`config.mk`:
```
export PLATFORM = sky130hd
export DESIGN_NAME = md4_message_digest
export DESIGN_NICKNAME = d
export VERILOG_FILES = /design/src/sv/md4_pkg.sv /design/src/sv/md4_core.sv /design/src/sv/md4_message_digest.sv
export SDC_FILE = /design/constraint.sdc
export NUM_CORES = 2
export LEC_CHECK = 0
export BUFFER_PORTS_ARGS = -buffer_cell sky130_fd_sc_hd__buf_2
export CORE_MARGIN = 1.5
export CORE_UTILIZATION = 50
export CTS_CLUSTER_SIZE = 24
export DETAILED_ROUTE_END_ITERATION = 8
export GPL_ROUTABILITY_DRIVEN = 0
export PLACE_DENSITY_LB_ADDON = 0.2
export SYNTH_ARGS = -nofsm -noshare
export SYNTH_HDL_FRONTEND = slang
export SYNTH_HIERARCHICAL = 1
export SYNTH_SLANG_ARGS = --single-unit
export TNS_END_PERCENT = 1
```
`constraint.sdc`:
```
create_clock -name aclk -period 11.3 [get_ports aclk]
set_clock_uncertainty 0.05 [all_clocks]
set_input_delay 0.565 -clock aclk [delete_from_list [all_inputs] [get_ports aclk]]
set_output_delay 0.565 -clock aclk [all_outputs]
set_load 0.02 [all_outputs]
```
`src/sv/md4_pkg.sv`:
```
// md4 digest package: constants, round schedule helpers and shared types
package md4_pkg;

    localparam logic [31:0] IV_A = 32'h67452301;
    localparam logic [31:0] IV_B = 32'hefcdab89;
    localparam logic [31:0] IV_C = 32'h98badcfe;
    localparam logic [31:0] IV_D = 32'h10325476;

    localparam logic [31:0] K_ROUND2 = 32'o13240474631;
    localparam logic [31:0] K_ROUND3 = 32'o15666365641;

    localparam int unsigned ROUNDS     = 48;
    localparam int unsigned ROUND_BITS = 6;
    localparam int unsigned BLOCK_WORDS = 16;
    localparam int unsigned POS_BITS   = 4;

    localparam logic [31:0] PAD_ONE_WORD = 32'h00000080;

    localparam logic [ROUND_BITS-1:0] LAST_ROUND = ROUND_BITS'(ROUNDS - 1);
    localparam logic [POS_BITS-1:0]   LAST_POS   = POS_BITS'(BLOCK_WORDS - 1);
    localparam logic [POS_BITS-1:0]   LEN_POS    = POS_BITS'(BLOCK_WORDS - 2);

    typedef struct packed {
        logic                start;
        logic                init;
    } core_ctrl_t;

    typedef struct packed {
        logic                en;
        logic [POS_BITS-1:0] addr;
        logic [31:0]         data;
    } buf_wr_t;

    // message word used by round r
    function automatic logic [POS_BITS-1:0] order_idx(input logic [ROUND_BITS-1:0] r);
        logic [3:0] i;
        i = r[3:0];
        case (r[5:4])
            2'd0:    order_idx = i;
            2'd1:    order_idx = {i[1:0], i[3:2]};
            default: order_idx = {i[0], i[1], i[2], i[3]};
        endcase
    endfunction

    function automatic logic [4:0] shift_amt(input logic [ROUND_BITS-1:0] r);
        case ({r[5:4], r[1:0]})
            4'd0:    shift_amt = 5'd3;
            4'd1:    shift_amt = 5'd7;
            4'd2:    shift_amt = 5'd11;
            4'd3:    shift_amt = 5'd19;
            4'd4:    shift_amt = 5'd3;
            4'd5:    shift_amt = 5'd5;
            4'd6:    shift_amt = 5'd9;
            4'd7:    shift_amt = 5'd13;
            4'd8:    shift_amt = 5'd3;
            4'd9:    shift_amt = 5'd9;
            4'd10:   shift_amt = 5'd11;
            default: shift_amt = 5'd15;
        endcase
    endfunction

    // keep the valid bits of a partial last word and append the one bit
    function automatic logic [31:0] pad_word(input logic [31:0] w, input logic [4:0] v);
        logic [4:0]  sh;
        logic [31:0] keep_mask;
        logic [7:0]  bv;
        logic [7:0]  bmask;
        sh        = {v[4:3], 3'b000};
        keep_mask = (32'h1 << sh) - 32'h1;
        bv        = 8'((w >> sh) & 32'hff);
        bmask     = 8'h80 >> v[2:0];
        bv        = (bv | bmask) & ~(bmask - 8'h01);
        pad_word  = (w & keep_mask) | (32'(bv) << sh);
    endfunction

endpackage

```
`src/sv/md4_core.sv`:
```
// md4 compression engine: block buffer, chaining value and one shared round unit
module md4_core (
    input  logic                    aclk,
    input  logic                    aresetn,
    input  md4_pkg::core_ctrl_t     ctrl,
    input  md4_pkg::buf_wr_t        wr,
    output logic                    done,
    output logic [3:0][31:0]        cv
);

    logic [31:0] buf_mem [md4_pkg::BLOCK_WORDS];

    logic [3:0][31:0]                cv_reg;
    logic [31:0]                     a_reg, b_reg, c_reg, d_reg;
    logic [md4_pkg::ROUND_BITS-1:0]  round_reg;
    logic                            busy_reg;
    logic                            add_reg;

    logic [31:0] f_val;
    logic [31:0] k_val;
    logic [31:0] x_val;
    logic [31:0] sum;
    logic [63:0] dbl;
    logic [31:0] t_val;

    always_comb begin
        case (round_reg[5:4])
            2'd0: begin
                f_val = (b_reg & c_reg) | (~b_reg & d_reg);
                k_val = 32'h0;
            end
            2'd1: begin
                f_val = (b_reg & c_reg) | (b_reg & d_reg) | (c_reg & d_reg);
                k_val = md4_pkg::K_ROUND2;
            end
            default: begin
                f_val = b_reg ^ c_reg ^ d_reg;
                k_val = md4_pkg::K_ROUND3;
            end
        endcase
        x_val = buf_mem[md4_pkg::order_idx(round_reg)];
        sum   = a_reg + f_val + x_val + k_val;
        dbl   = {sum, sum} << md4_pkg::shift_amt(round_reg);
        t_val = dbl[63:32];
    end

    always_ff @(posedge aclk) begin
        if (wr.en) begin
            buf_mem[wr.addr] <= wr.data;
        end
    end

    always_ff @(posedge aclk) begin
        if (!aresetn) begin
            busy_reg  <= 1'b0;
            add_reg   <= 1'b0;
            round_reg <= '0;
            cv_reg    <= {md4_pkg::IV_D, md4_pkg::IV_C, md4_pkg::IV_B, md4_pkg::IV_A};
        end else begin
            add_reg <= 1'b0;
            if (ctrl.init) begin
                cv_reg <= {md4_pkg::IV_D, md4_pkg::IV_C, md4_pkg::IV_B, md4_pkg::IV_A};
            end else if (ctrl.start) begin
                a_reg     <= cv_reg[0];
                b_reg     <= cv_reg[1];
                c_reg     <= cv_reg[2];
                d_reg     <= cv_reg[3];
                round_reg <= '0;
                busy_reg  <= 1'b1;
            end else if (busy_reg) begin
                a_reg     <= d_reg;
                d_reg     <= c_reg;
                c_reg     <= b_reg;
                b_reg     <= t_val;
                round_reg <= round_reg + 1'b1;
                if (round_reg == md4_pkg::LAST_ROUND) begin
                    busy_reg <= 1'b0;
                    add_reg  <= 1'b1;
                end
            end else if (add_reg) begin
                // feed-forward into the chaining value
                cv_reg[0] <= cv_reg[0] + a_reg;
                cv_reg[1] <= cv_reg[1] + b_reg;
                cv_reg[2] <= cv_reg[2] + c_reg;
                cv_reg[3] <= cv_reg[3] + d_reg;
            end
        end
    end

    assign done = add_reg;
    assign cv   = cv_reg;

endmodule

```
`src/sv/md4_message_digest.sv`:
```
// md4 message digest top level: word intake, padding sequencer and result register
// a non-last word goes into the block buffer; one that fills a block starts a compression
// (start, load, 48 rounds through the single round unit and feed-forward), during which no
// words are taken. a last word adds one padding word per cycle (paused during compressions)
// and, for a well-formed message, one or two compressions before the digest.
// aresetn (synchronous, active low) restores the initial chaining value and clears counts.
module md4_message_digest (
    input  logic        aclk,
    input  logic        aresetn,
    input  logic        s_valid,
    output logic        s_ready,
    input  logic [31:0] s_message_word,
    input  logic [5:0]  s_valid_bits,
    input  logic        s_last_word,
    output logic        m_valid,
    input  logic        m_ready,
    output logic [63:0] m_digest_low,
    output logic [63:0] m_digest_high,
    output logic        m_status
);

    typedef enum logic [3:0] {
        ST_IDLE = 4'b0001,
        ST_PAD  = 4'b0010,
        ST_COMP = 4'b0100,
        ST_DONE = 4'b1000
    } state_t;

    typedef enum logic [2:0] {
        PH_ONE   = 3'b001,
        PH_ZERO  = 3'b010,
        PH_LENHI = 3'b100
    } phase_t;

    state_t                         state_reg, state_next;
    phase_t                         phase_reg, phase_next;
    logic [md4_pkg::POS_BITS-1:0]   pos_reg, pos_next;
    logic [63:0]                    len_reg, len_next;
    logic                           mal_reg, mal_next;
    logic                           pad_reg, pad_next;
    logic                           final_reg, final_next;
    logic                           err_reg, err_next;
    logic                           start_reg, start_next;
    logic                           m_valid_reg, m_valid_next;
    logic [63:0]                    lo_reg, lo_next;
    logic [63:0]                    hi_reg, hi_next;
    logic                           status_reg, status_next;

    md4_pkg::core_ctrl_t            ctrl;
    md4_pkg::buf_wr_t               wr;
    logic                           core_done;
    logic [3:0][31:0]               cv;

    logic                           accept;
    logic                           full_word;
    logic                           out_free;

    md4_core u_core (
        .aclk    (aclk),
        .aresetn (aresetn),
        .ctrl    (ctrl),
        .wr      (wr),
        .done    (core_done),
        .cv      (cv)
    );

    assign s_ready   = (state_reg == ST_IDLE);
    assign accept    = s_valid && s_ready;
    assign full_word = s_valid_bits[5];
    assign out_free  = !m_valid_reg || m_ready;

    always_comb begin
        state_next   = state_reg;
        phase_next   = phase_reg;
        pos_next     = pos_reg;
        len_next     = len_reg;
        mal_next     = mal_reg;
        pad_next     = pad_reg;
        final_next   = final_reg;
        err_next     = err_reg;
        start_next   = 1'b0;
        m_valid_next = m_valid_reg;
        lo_next      = lo_reg;
        hi_next      = hi_reg;
        status_next  = status_reg;
        wr           = '0;
        ctrl.start   = start_reg;
        ctrl.init    = 1'b0;

        if (m_valid_reg && m_ready) begin
            m_valid_next = 1'b0;
        end

        case (state_reg)
            ST_IDLE: begin
                if (accept) begin
                    if (!s_last_word) begin
                        if (!full_word) begin
                            mal_next = 1'b1;
                        end else if (!mal_reg) begin
                            len_next = len_reg + 64'd32;
                            wr.en    = 1'b1;
                            wr.addr  = pos_reg;
                            wr.data  = s_message_word;
                            pos_next = pos_reg + 1'b1;
                            if (pos_reg == md4_pkg::LAST_POS) begin
                                start_next = 1'b1;
                                state_next = ST_COMP;
                            end
                        end
                    end else if (mal_reg) begin
                        err_next   = 1'b1;
                        state_next = ST_DONE;
                    end else begin
                        len_next = len_reg + (full_word ? 64'd32 : 64'(s_valid_bits[4:0]));
                        wr.en    = 1'b1;
                        wr.addr  = pos_reg;
                        wr.data  = full_word ? s_message_word
                                             : md4_pkg::pad_word(s_message_word,
                                                                 s_valid_bits[4:0]);
                        pos_next   = pos_reg + 1'b1;
                        pad_next   = 1'b1;
                        phase_next = full_word ? PH_ONE : PH_ZERO;
                        if (pos_reg == md4_pkg::LAST_POS) begin
                            start_next = 1'b1;
                            state_next = ST_COMP;
                        end else begin
                            state_next = ST_PAD;
                        end
                    end
                end
            end
            ST_PAD: begin
                wr.en    = 1'b1;
                wr.addr  = pos_reg;
                pos_next = pos_reg + 1'b1;
                case (phase_reg)
                    PH_ONE: begin
                        wr.data    = md4_pkg::PAD_ONE_WORD;
                        phase_next = PH_ZERO;
                    end
                    PH_ZERO: begin
                        // zeros up to the length slot, then the low length word
                        if (pos_reg == md4_pkg::LEN_POS) begin
                            wr.data    = len_reg[31:0];
                            phase_next = PH_LENHI;
                        end else begin
                            wr.data = 32'h0;
                        end
                    end
                    default: begin
                        wr.data    = len_reg[63:32];
                        final_next = 1'b1;
                    end
                endcase
                if (pos_reg == md4_pkg::LAST_POS) begin
                    start_next = 1'b1;
                    state_next = ST_COMP;
                end
            end
            ST_COMP: begin
                if (core_done) begin
                    if (final_reg) begin
                        state_next = ST_DONE;
                    end else if (pad_reg) begin
                        state_next = ST_PAD;
                    end else begin
                        state_next = ST_IDLE;
                    end
                end
            end
            ST_DONE: begin
                if (out_free) begin
                    m_valid_next = 1'b1;
                    lo_next      = err_reg ? 64'h0 : {cv[1], cv[0]};
                    hi_next      = err_reg ? 64'h0 : {cv[3], cv[2]};
                    status_next  = err_reg;
                    ctrl.init    = 1'b1;
                    len_next     = '0;
                    pos_next     = '0;
                    mal_next     = 1'b0;
                    pad_next     = 1'b0;
                    final_next   = 1'b0;
                    err_next     = 1'b0;
                    state_next   = ST_IDLE;
                end
            end
            default: begin
                state_next = ST_IDLE;
            end
        endcase
    end

    always_ff @(posedge aclk) begin
        if (!aresetn) begin
            state_reg   <= ST_IDLE;
            phase_reg   <= PH_ZERO;
            pos_reg     <= '0;
            len_reg     <= '0;
            mal_reg     <= 1'b0;
            pad_reg     <= 1'b0;
            final_reg   <= 1'b0;
            err_reg     <= 1'b0;
            start_reg   <= 1'b0;
            m_valid_reg <= 1'b0;
        end else begin
            state_reg   <= state_next;
            phase_reg   <= phase_next;
            pos_reg     <= pos_next;
            len_reg     <= len_next;
            mal_reg     <= mal_next;
            pad_reg     <= pad_next;
            final_reg   <= final_next;
            err_reg     <= err_next;
            start_reg   <= start_next;
            m_valid_reg <= m_valid_next;
        end
    end

    always_ff @(posedge aclk) begin
        lo_reg     <= lo_next;
        hi_reg     <= hi_next;
        status_reg <= status_next;
    end

    assign m_valid       = m_valid_reg;
    assign m_digest_low  = lo_reg;
    assign m_digest_high = hi_reg;
    assign m_status      = status_reg;

endmodule
```
# [Word-level counts from Yosys, hierarchy flattened]
# Memory sizes are Yosys's and may differ from the RTL's. A register that Yosys moved wholly into a read port is not among the register bits.
# Cells that the tools add are included.
[totals] regBits=474 mem_bits_rw=512 rom_bits=64 in_bits=43 out_inout_bits=131 word_cells=200 memories=2
[classes] addsub=13 eq_ne=23 shift=5 n_mux=89 n_bitwise=19 n_reduce_logical=25
[mem_list] memory="u_core.buf_mem" depth=16 width=32 read_ports=1 rd_clocked_by_memory_dff=0 wr=1 line="md4_core.sv:11" source="logic [31:0] buf_mem [md4_pkg::BLOCK_WORDS];"
[mem_list] memory="(no name shown)" depth=16 width=4 read_ports=1 rd_clocked_by_memory_dff=1 wr=0 line="md4_pkg.sv:46" source="case ({r[5:4], r[1:0]})"
[op_table] operator="$mux W64" n=6
[op_table] operator="$mux W32" n=10
[op_table] operator="$add A32 B32 Y32" n=6
[op_table] operator="$mux W37" n=5
[op_table] operator="$and A32 B32 Y32" n=5
[op_table] operator="$or A32 B32 Y32" n=4
[op_table] operator="$pmux W32 S2" n=2
[op_table] operator="$pmux W64 S2" n=1
[op_table] operator="$pmux W37 S2" n=1
[op_table] operator="$add A64 B6 Y64" n=1
[op_table] operator="$add A64 B6 Y64 const B" n=1
[op_table] operator="$mux W4" n=16
[op_table] operator="$shl A64 B5 Y64" n=1
[op_table] operator="$xor A32 B32 Y32" n=2
[op_table] operator="$pmux W31 S2" n=1
[op_table] operator="$add A32 B31 Y32" n=1
[op_table] operator="$not A32 Y32" n=1
[op_table] operator="$shl A1 B5 Y32 const A" n=1
[op_table] operator="$shl A8 B5 Y32" n=1
[op_table] operator="$shr A32 B5 Y8" n=1
[op_table] operator="$sub A32 B1 Y32 const B" n=1
[op_table] operator="$mux W1" n=27
[op_table] operator="$reduce_and A5 Y1" n=5
[op_table] operator="$mux W6" n=3
[op_table] operator="39 further kinds" n=71

# [Logic depth before layout (Yosys ltp)]
[logic_depth] word_depth=13 mapped_depth=25 depth_no_buf=23

# [Cells and area by module]
# Netlist, hierarchy kept.
[modules_own_cells] module="md4_core" n_inst=1 cells_each=3398 area_per_inst_um2=42239.3 seq_area_each_um2=22021.1
[modules_own_cells] module="md4_message_digest" n_inst=1 cells_each=1017 area_per_inst_um2=10666.5 seq_area_each_um2=5495.3

# [Worst setup path before layout]
# OpenSTA, ideal clock, no wires.
[synth_path] path_kind="reg-to-reg" start="register state_reg[0]" end="register u_core.a_reg[0], enable pin" setup_ns=0.785 t_arrival_ns=9.124 required_ns=10.465 path_slack_ns=1.341 stages_incl_launch_ff=9 n_path_buf=4 synth_period_minus_slack_ns=9.959 cell_sequence="dfxtp_1 > buf_4 > or4b_1 > buf_4 > nor2_1 > nand2b_1 > clkbuf_1 > clkbuf_1 > nor2_1"
[synth_rtl] element="start: declaration" line="md4_message_digest.sv:35" source="state_t state_reg, state_next;"
[synth_rtl] element="start signal: assignment" line="md4_message_digest.sv:207" source="state_reg <= state_next;"
[synth_rtl] element="end signal: assignment" line="md4_core.sv:64" source="a_reg <= cv_reg[0];"
[synth_rtl] element="end signal: assignment" line="md4_core.sv:71" source="a_reg <= d_reg;"
[synth_rtl] element="end: declaration" line="md4_core.sv:14" source="logic [31:0] a_reg, b_reg, c_reg, d_reg;"

# [Worst setup path in the final report]
[layout_path] start="register u_core/round_reg[4] in the netlist's numbering" end="register u_core.b_reg[28] (data pin)"
[layout_between] elab_chain_cells=8 elab_cells_between_ends=12 cone_classes="add/sub: 3; eq/ne: 1; shift: 1; mux: 5; reduce/logical: 1; memory: 1"
[layout_lines] element="start: declaration" line="md4_core.sv:15" source="logic [md4_pkg::ROUND_BITS-1:0] round_reg;"
[layout_lines] element="start signal: assignment" line="md4_core.sv:75" source="round_reg <= round_reg + 1'b1;"
[layout_lines] element="$eq A2 B1 Y1 / $logic_not A2 Y1 (equally long branches)" line="md4_pkg.sv:38, md4_core.sv:27"
[layout_lines] element="$pmux W32 S2 / $pmux W4 S2 (equally long branches)" line="md4_core.sv:27, md4_pkg.sv:38"
[layout_lines] element="$add A32 B32 Y32 / $mem_v2 Z16 W32 (equally long branches)"
[layout_lines] element="$add A32 B32 Y32" line="md4_core.sv:42" source="sum = a_reg + f_val + x_val + k_val;"
[layout_lines] element="$add A32 B31 Y32 *" line="md4_core.sv:42"
[layout_lines] element="$shl A64 B5 Y64 *" line="md4_core.sv:43" source="dbl = {sum, sum} << md4_pkg::shift_amt(round_reg);"
[layout_lines] element="$mux W32 *" line="md4_core.sv:70" source="end else if (busy_reg) begin"
[layout_lines] element="$mux W32 *" line="md4_core.sv:63" source="end else if (ctrl.start) begin"
[layout_lines] element="end signal: assignment" line="md4_core.sv:65" source="b_reg <= cv_reg[1];"
[layout_lines] element="end signal: assignment" line="md4_core.sv:74" source="b_reg <= t_val;"
[layout_lines] element="end: declaration" line="md4_core.sv:14"
# Mark *: on every way between the ends. The rest lies on a longest branch, timed or not. The select of a mux whose other input is x is not followed.
# A chain may end at the register's enable or synchronous reset.

==> impl_metrics.toml <==
[clock_network]
postCtsSetupBuffers = 0
cts_tree = "built"
cts_hold_buf = 0
cts_root_buf = "clkbuf_16"
cts_sinks = 990
clk_path_buf_depth = 3
clk_pin_slew_ns = 0.07
cts_resized = 0
cts_buffers = 103
clkLatencyLatePin_ns = 0.71
cts_htree_levels = 3

[die]
die_w_um = 328.3
die_height_um = 328.3
ioPinCount = 174
rows = 119
initial_utilization_pct = 50.33
fp.coreArea_mm2 = 0.1051
die_area_mm2 = 0.1078

[global_routing]
grt_pass1_wl_mm = 216.6
grt_pass1_vias = 34916
grt-ovfl-total = 0
antenna_found_initial = 1
grtUsageTotal_pct = 26.43
grt_max_degree = 127

[flow_run]
maxCapViolCount = 0

[synthesis]
ys_seq_area_share_pct = 52.01
synthSimpleGateAreaFrac_pct = 11.98
ys_ff_latch = 990
synth_top_family_by_area = "compound AO/OA/AOI/OAI gates"
synth.largest_area_cell = "edfxtp_1"
synth_edf_count = 769
synth_cell_types = 105
netlist_area_mm2 = 0.05291
synth_area_leaders = "edfxtp_1 (44%), dfxtp_1 (8.4%), mux4_2 (5.9%), ha_1 (4.1%), a21oi_1 (3.5%)"
synth_compound_area_share_pct = 12.91
postSynthCellCount = 4415
synthesis.nets = 4723
synthMuxAreaShare_pct = 10.52
synth_top_area_share_pct = 43.65
yosys_warnings = 6
synthArstFlopShare_pct = 0
synth_fa_ha_area_share_pct = 7.573
synthXorXnorAreaFrac_pct = 2.164
synth_flop_cell = "edfxtp_1"
synthTopCellsByCount = "edfxtp_1 (769), a21oi_1 (368), nand2_1 (317), nor2_1 (264), dfxtp_1 (221)"
synth.avg_cell_area_um2 = 11.98
yosysMostFrequentCell = "edfxtp_1"

[worst_setup_path]
crit_fanout = 40
end_kind = "register"
r2r-start = "u_core/round_reg[4]$_SDFFE_PN0P_"
start_kind = "register"
crit_path_start = "u_core/round_reg[4]$_SDFFE_PN0P_"
cp.arrival_ns = 8.49
required_ns = 11.77
critPathKind = "reg2reg"

[placement]
dpl.hpwl_mm = 97.57
io_buffers = 173

[power]
ir_worst_vdd_mv = 0.1476
combPwrFrac_pct = 10.8
p_leak_nw = 21.96
powerDensity_mw_per_mm2 = 143.3
p_int_w = 0.006351
total_power_w = 0.008448
power_frac_seq_pct = 47.5
pwr-share-clk_pct = 41.7
swShare_pct = 24.82
power.switching_w = 0.002097

[drt]
drt-total-wl_mm = 143.1
first_pass_iters = 6
viasPerCell = 6.135
ant_nets = 0
drc_errors = 0
drt_iter0_drc = 3699
wl_per_cell_um = 23.72
vias = 37008

[sta]
hold_viol = 0
slew_violations = 0
tightestPinTransition_ns = 1.221
fin_crit_sh_pct = 70.95
rsz0062_at_grt = "no"
final-setup-viol-count = 0
period_needed_ns = 8.018
timing.setup.tns_ns = 0
slew-limit-headroom_pct = 18.05
max_freq_mhz = 124.7

[layout]
n_antenna_cell = 0
num-nets-final = 4860
area.growth.synth_to_final_pct = 11.45
largest_register_ffs = 512
drive_gt1_share_pct = 16.96

[outcome]
outcome = "complete, no violations"

[worst_hold_path]
hold_class = "in2reg"
hp-start = "aresetn"
[critical path, stage by stage, from the launching register on]
cell and delay [ns]:
dfxtp_2 0.71, mux2i_1 0.28, o21a_4 0.73, buf_4 0.49
mux4_2 0.55, nor2b_1 0.14, a211oi_1 0.23, a21oi_1 0.10
fa_1 0.44, fa_1 0.49, ha_1 0.36, nand2b_1 0.14
a21oi_1 0.11, o31ai_1 0.50, o21ai_1 0.19, a211oi_1 0.59
or2_2 0.24, o21ai_1 0.11, xnor2_2 0.22, mux4_2 0.51
mux2_2 0.29, a222oi_1 0.30
[routing by layer]
metal	wire length (µm)	vias up	global-route usage, %	share of wire [%]
li1	-	17043	-	-
met1	59770	18260	35.92	42
met2	67560	1407	42.73	47
met3	9004	298	3.353	6.3
met4	6727	0	11.55	4.7
met5	0	-	0	0
[power by group through the flow]
stage	Clock (W)	Sequential (W)	Combinational [W]
after CTS	0.00359	0.00401	0.000905
after detailed placement	0	0.00409	0.000900
after floorplan	0	0.00407	0.000635
after global placement	0	0.00409	0.000890
after global routing	0.00372	0.00401	0.000993
final	0.00352	0.00401	0.000916
[cell usage in the layout, fill, tap and decap left out, drive strengths merged, types with 27 or more instances in the layout]
cell	instances
edfxtp	769
a21oi	369
nand2	318
nor2	264
buf	251
dfxtp	221
nor2b	194
o21ai	191
ha	173
inv	156
mux4	139
clkbuf	129
mux2	125
mux2i	101
fa	92
nand3	91
a21o	81
xnor2	81
nor3	61
a22oi	58
o211ai	55
xor2	48
nand4	46
or3	43
a211oi	41
o31ai	37
clkinv	36
a31oi	34
and3	33
nand2b	32
o21a	28
or2	27
[path summary, 6_finish.rpt]
| kind | to | cells after the start | slack (ns) |
|---|---|---|---|
| max | u_core/b_reg[28]$_DFFE_PP_ | 21 | 3.28 |
| min | phase_reg[1]$_SDFFE_PN1P_ | 2 | 0.20 |
| max reg2reg | u_core/b_reg[28]$_DFFE_PP_ | 21 | 3.28 |
| min reg2reg | u_core/cv[96]$_SDFFE_PP0P_ | 2 | 0.44 |
[metrics by stage]
stage	std cells	instance area (µm²)	utilization (%)	setup WS (ns)	hold slack, ns
after global routing	6032	58960	56.09	2.792	0.1857
after floorplan	4415	52910	-	1.341	0.3964
after CTS	6032	58960	56.09	3.318	0.1626
final	6032	58960	56.09	3.282	0.1990
after detailed placement	5838	55400	52.70	3.350	0.4324
after global placement	5838	55400	52.70	3.439	0.4269
[cell families after synthesis]
kind of cell,count (synthesis)
AOI/OAI and AO/OA,1070
xor gates and xnor gates,129
adders and majority gates,265
buffers and inverters,372
DFF,990
muxes,365
and+or+nand+nor,1224
[final cells by class]
type,instances,area (µm²)
clock buffer,129,2736
clock inverter,65,828.3
fill,8727,46150
inverter,153,574.3
multi-input combinational,3053,24080
sequential,990,27530
tap,1391,1740
timing repair buffer,251,1476
No activity file was read; power rests on OpenSTA's default activity.
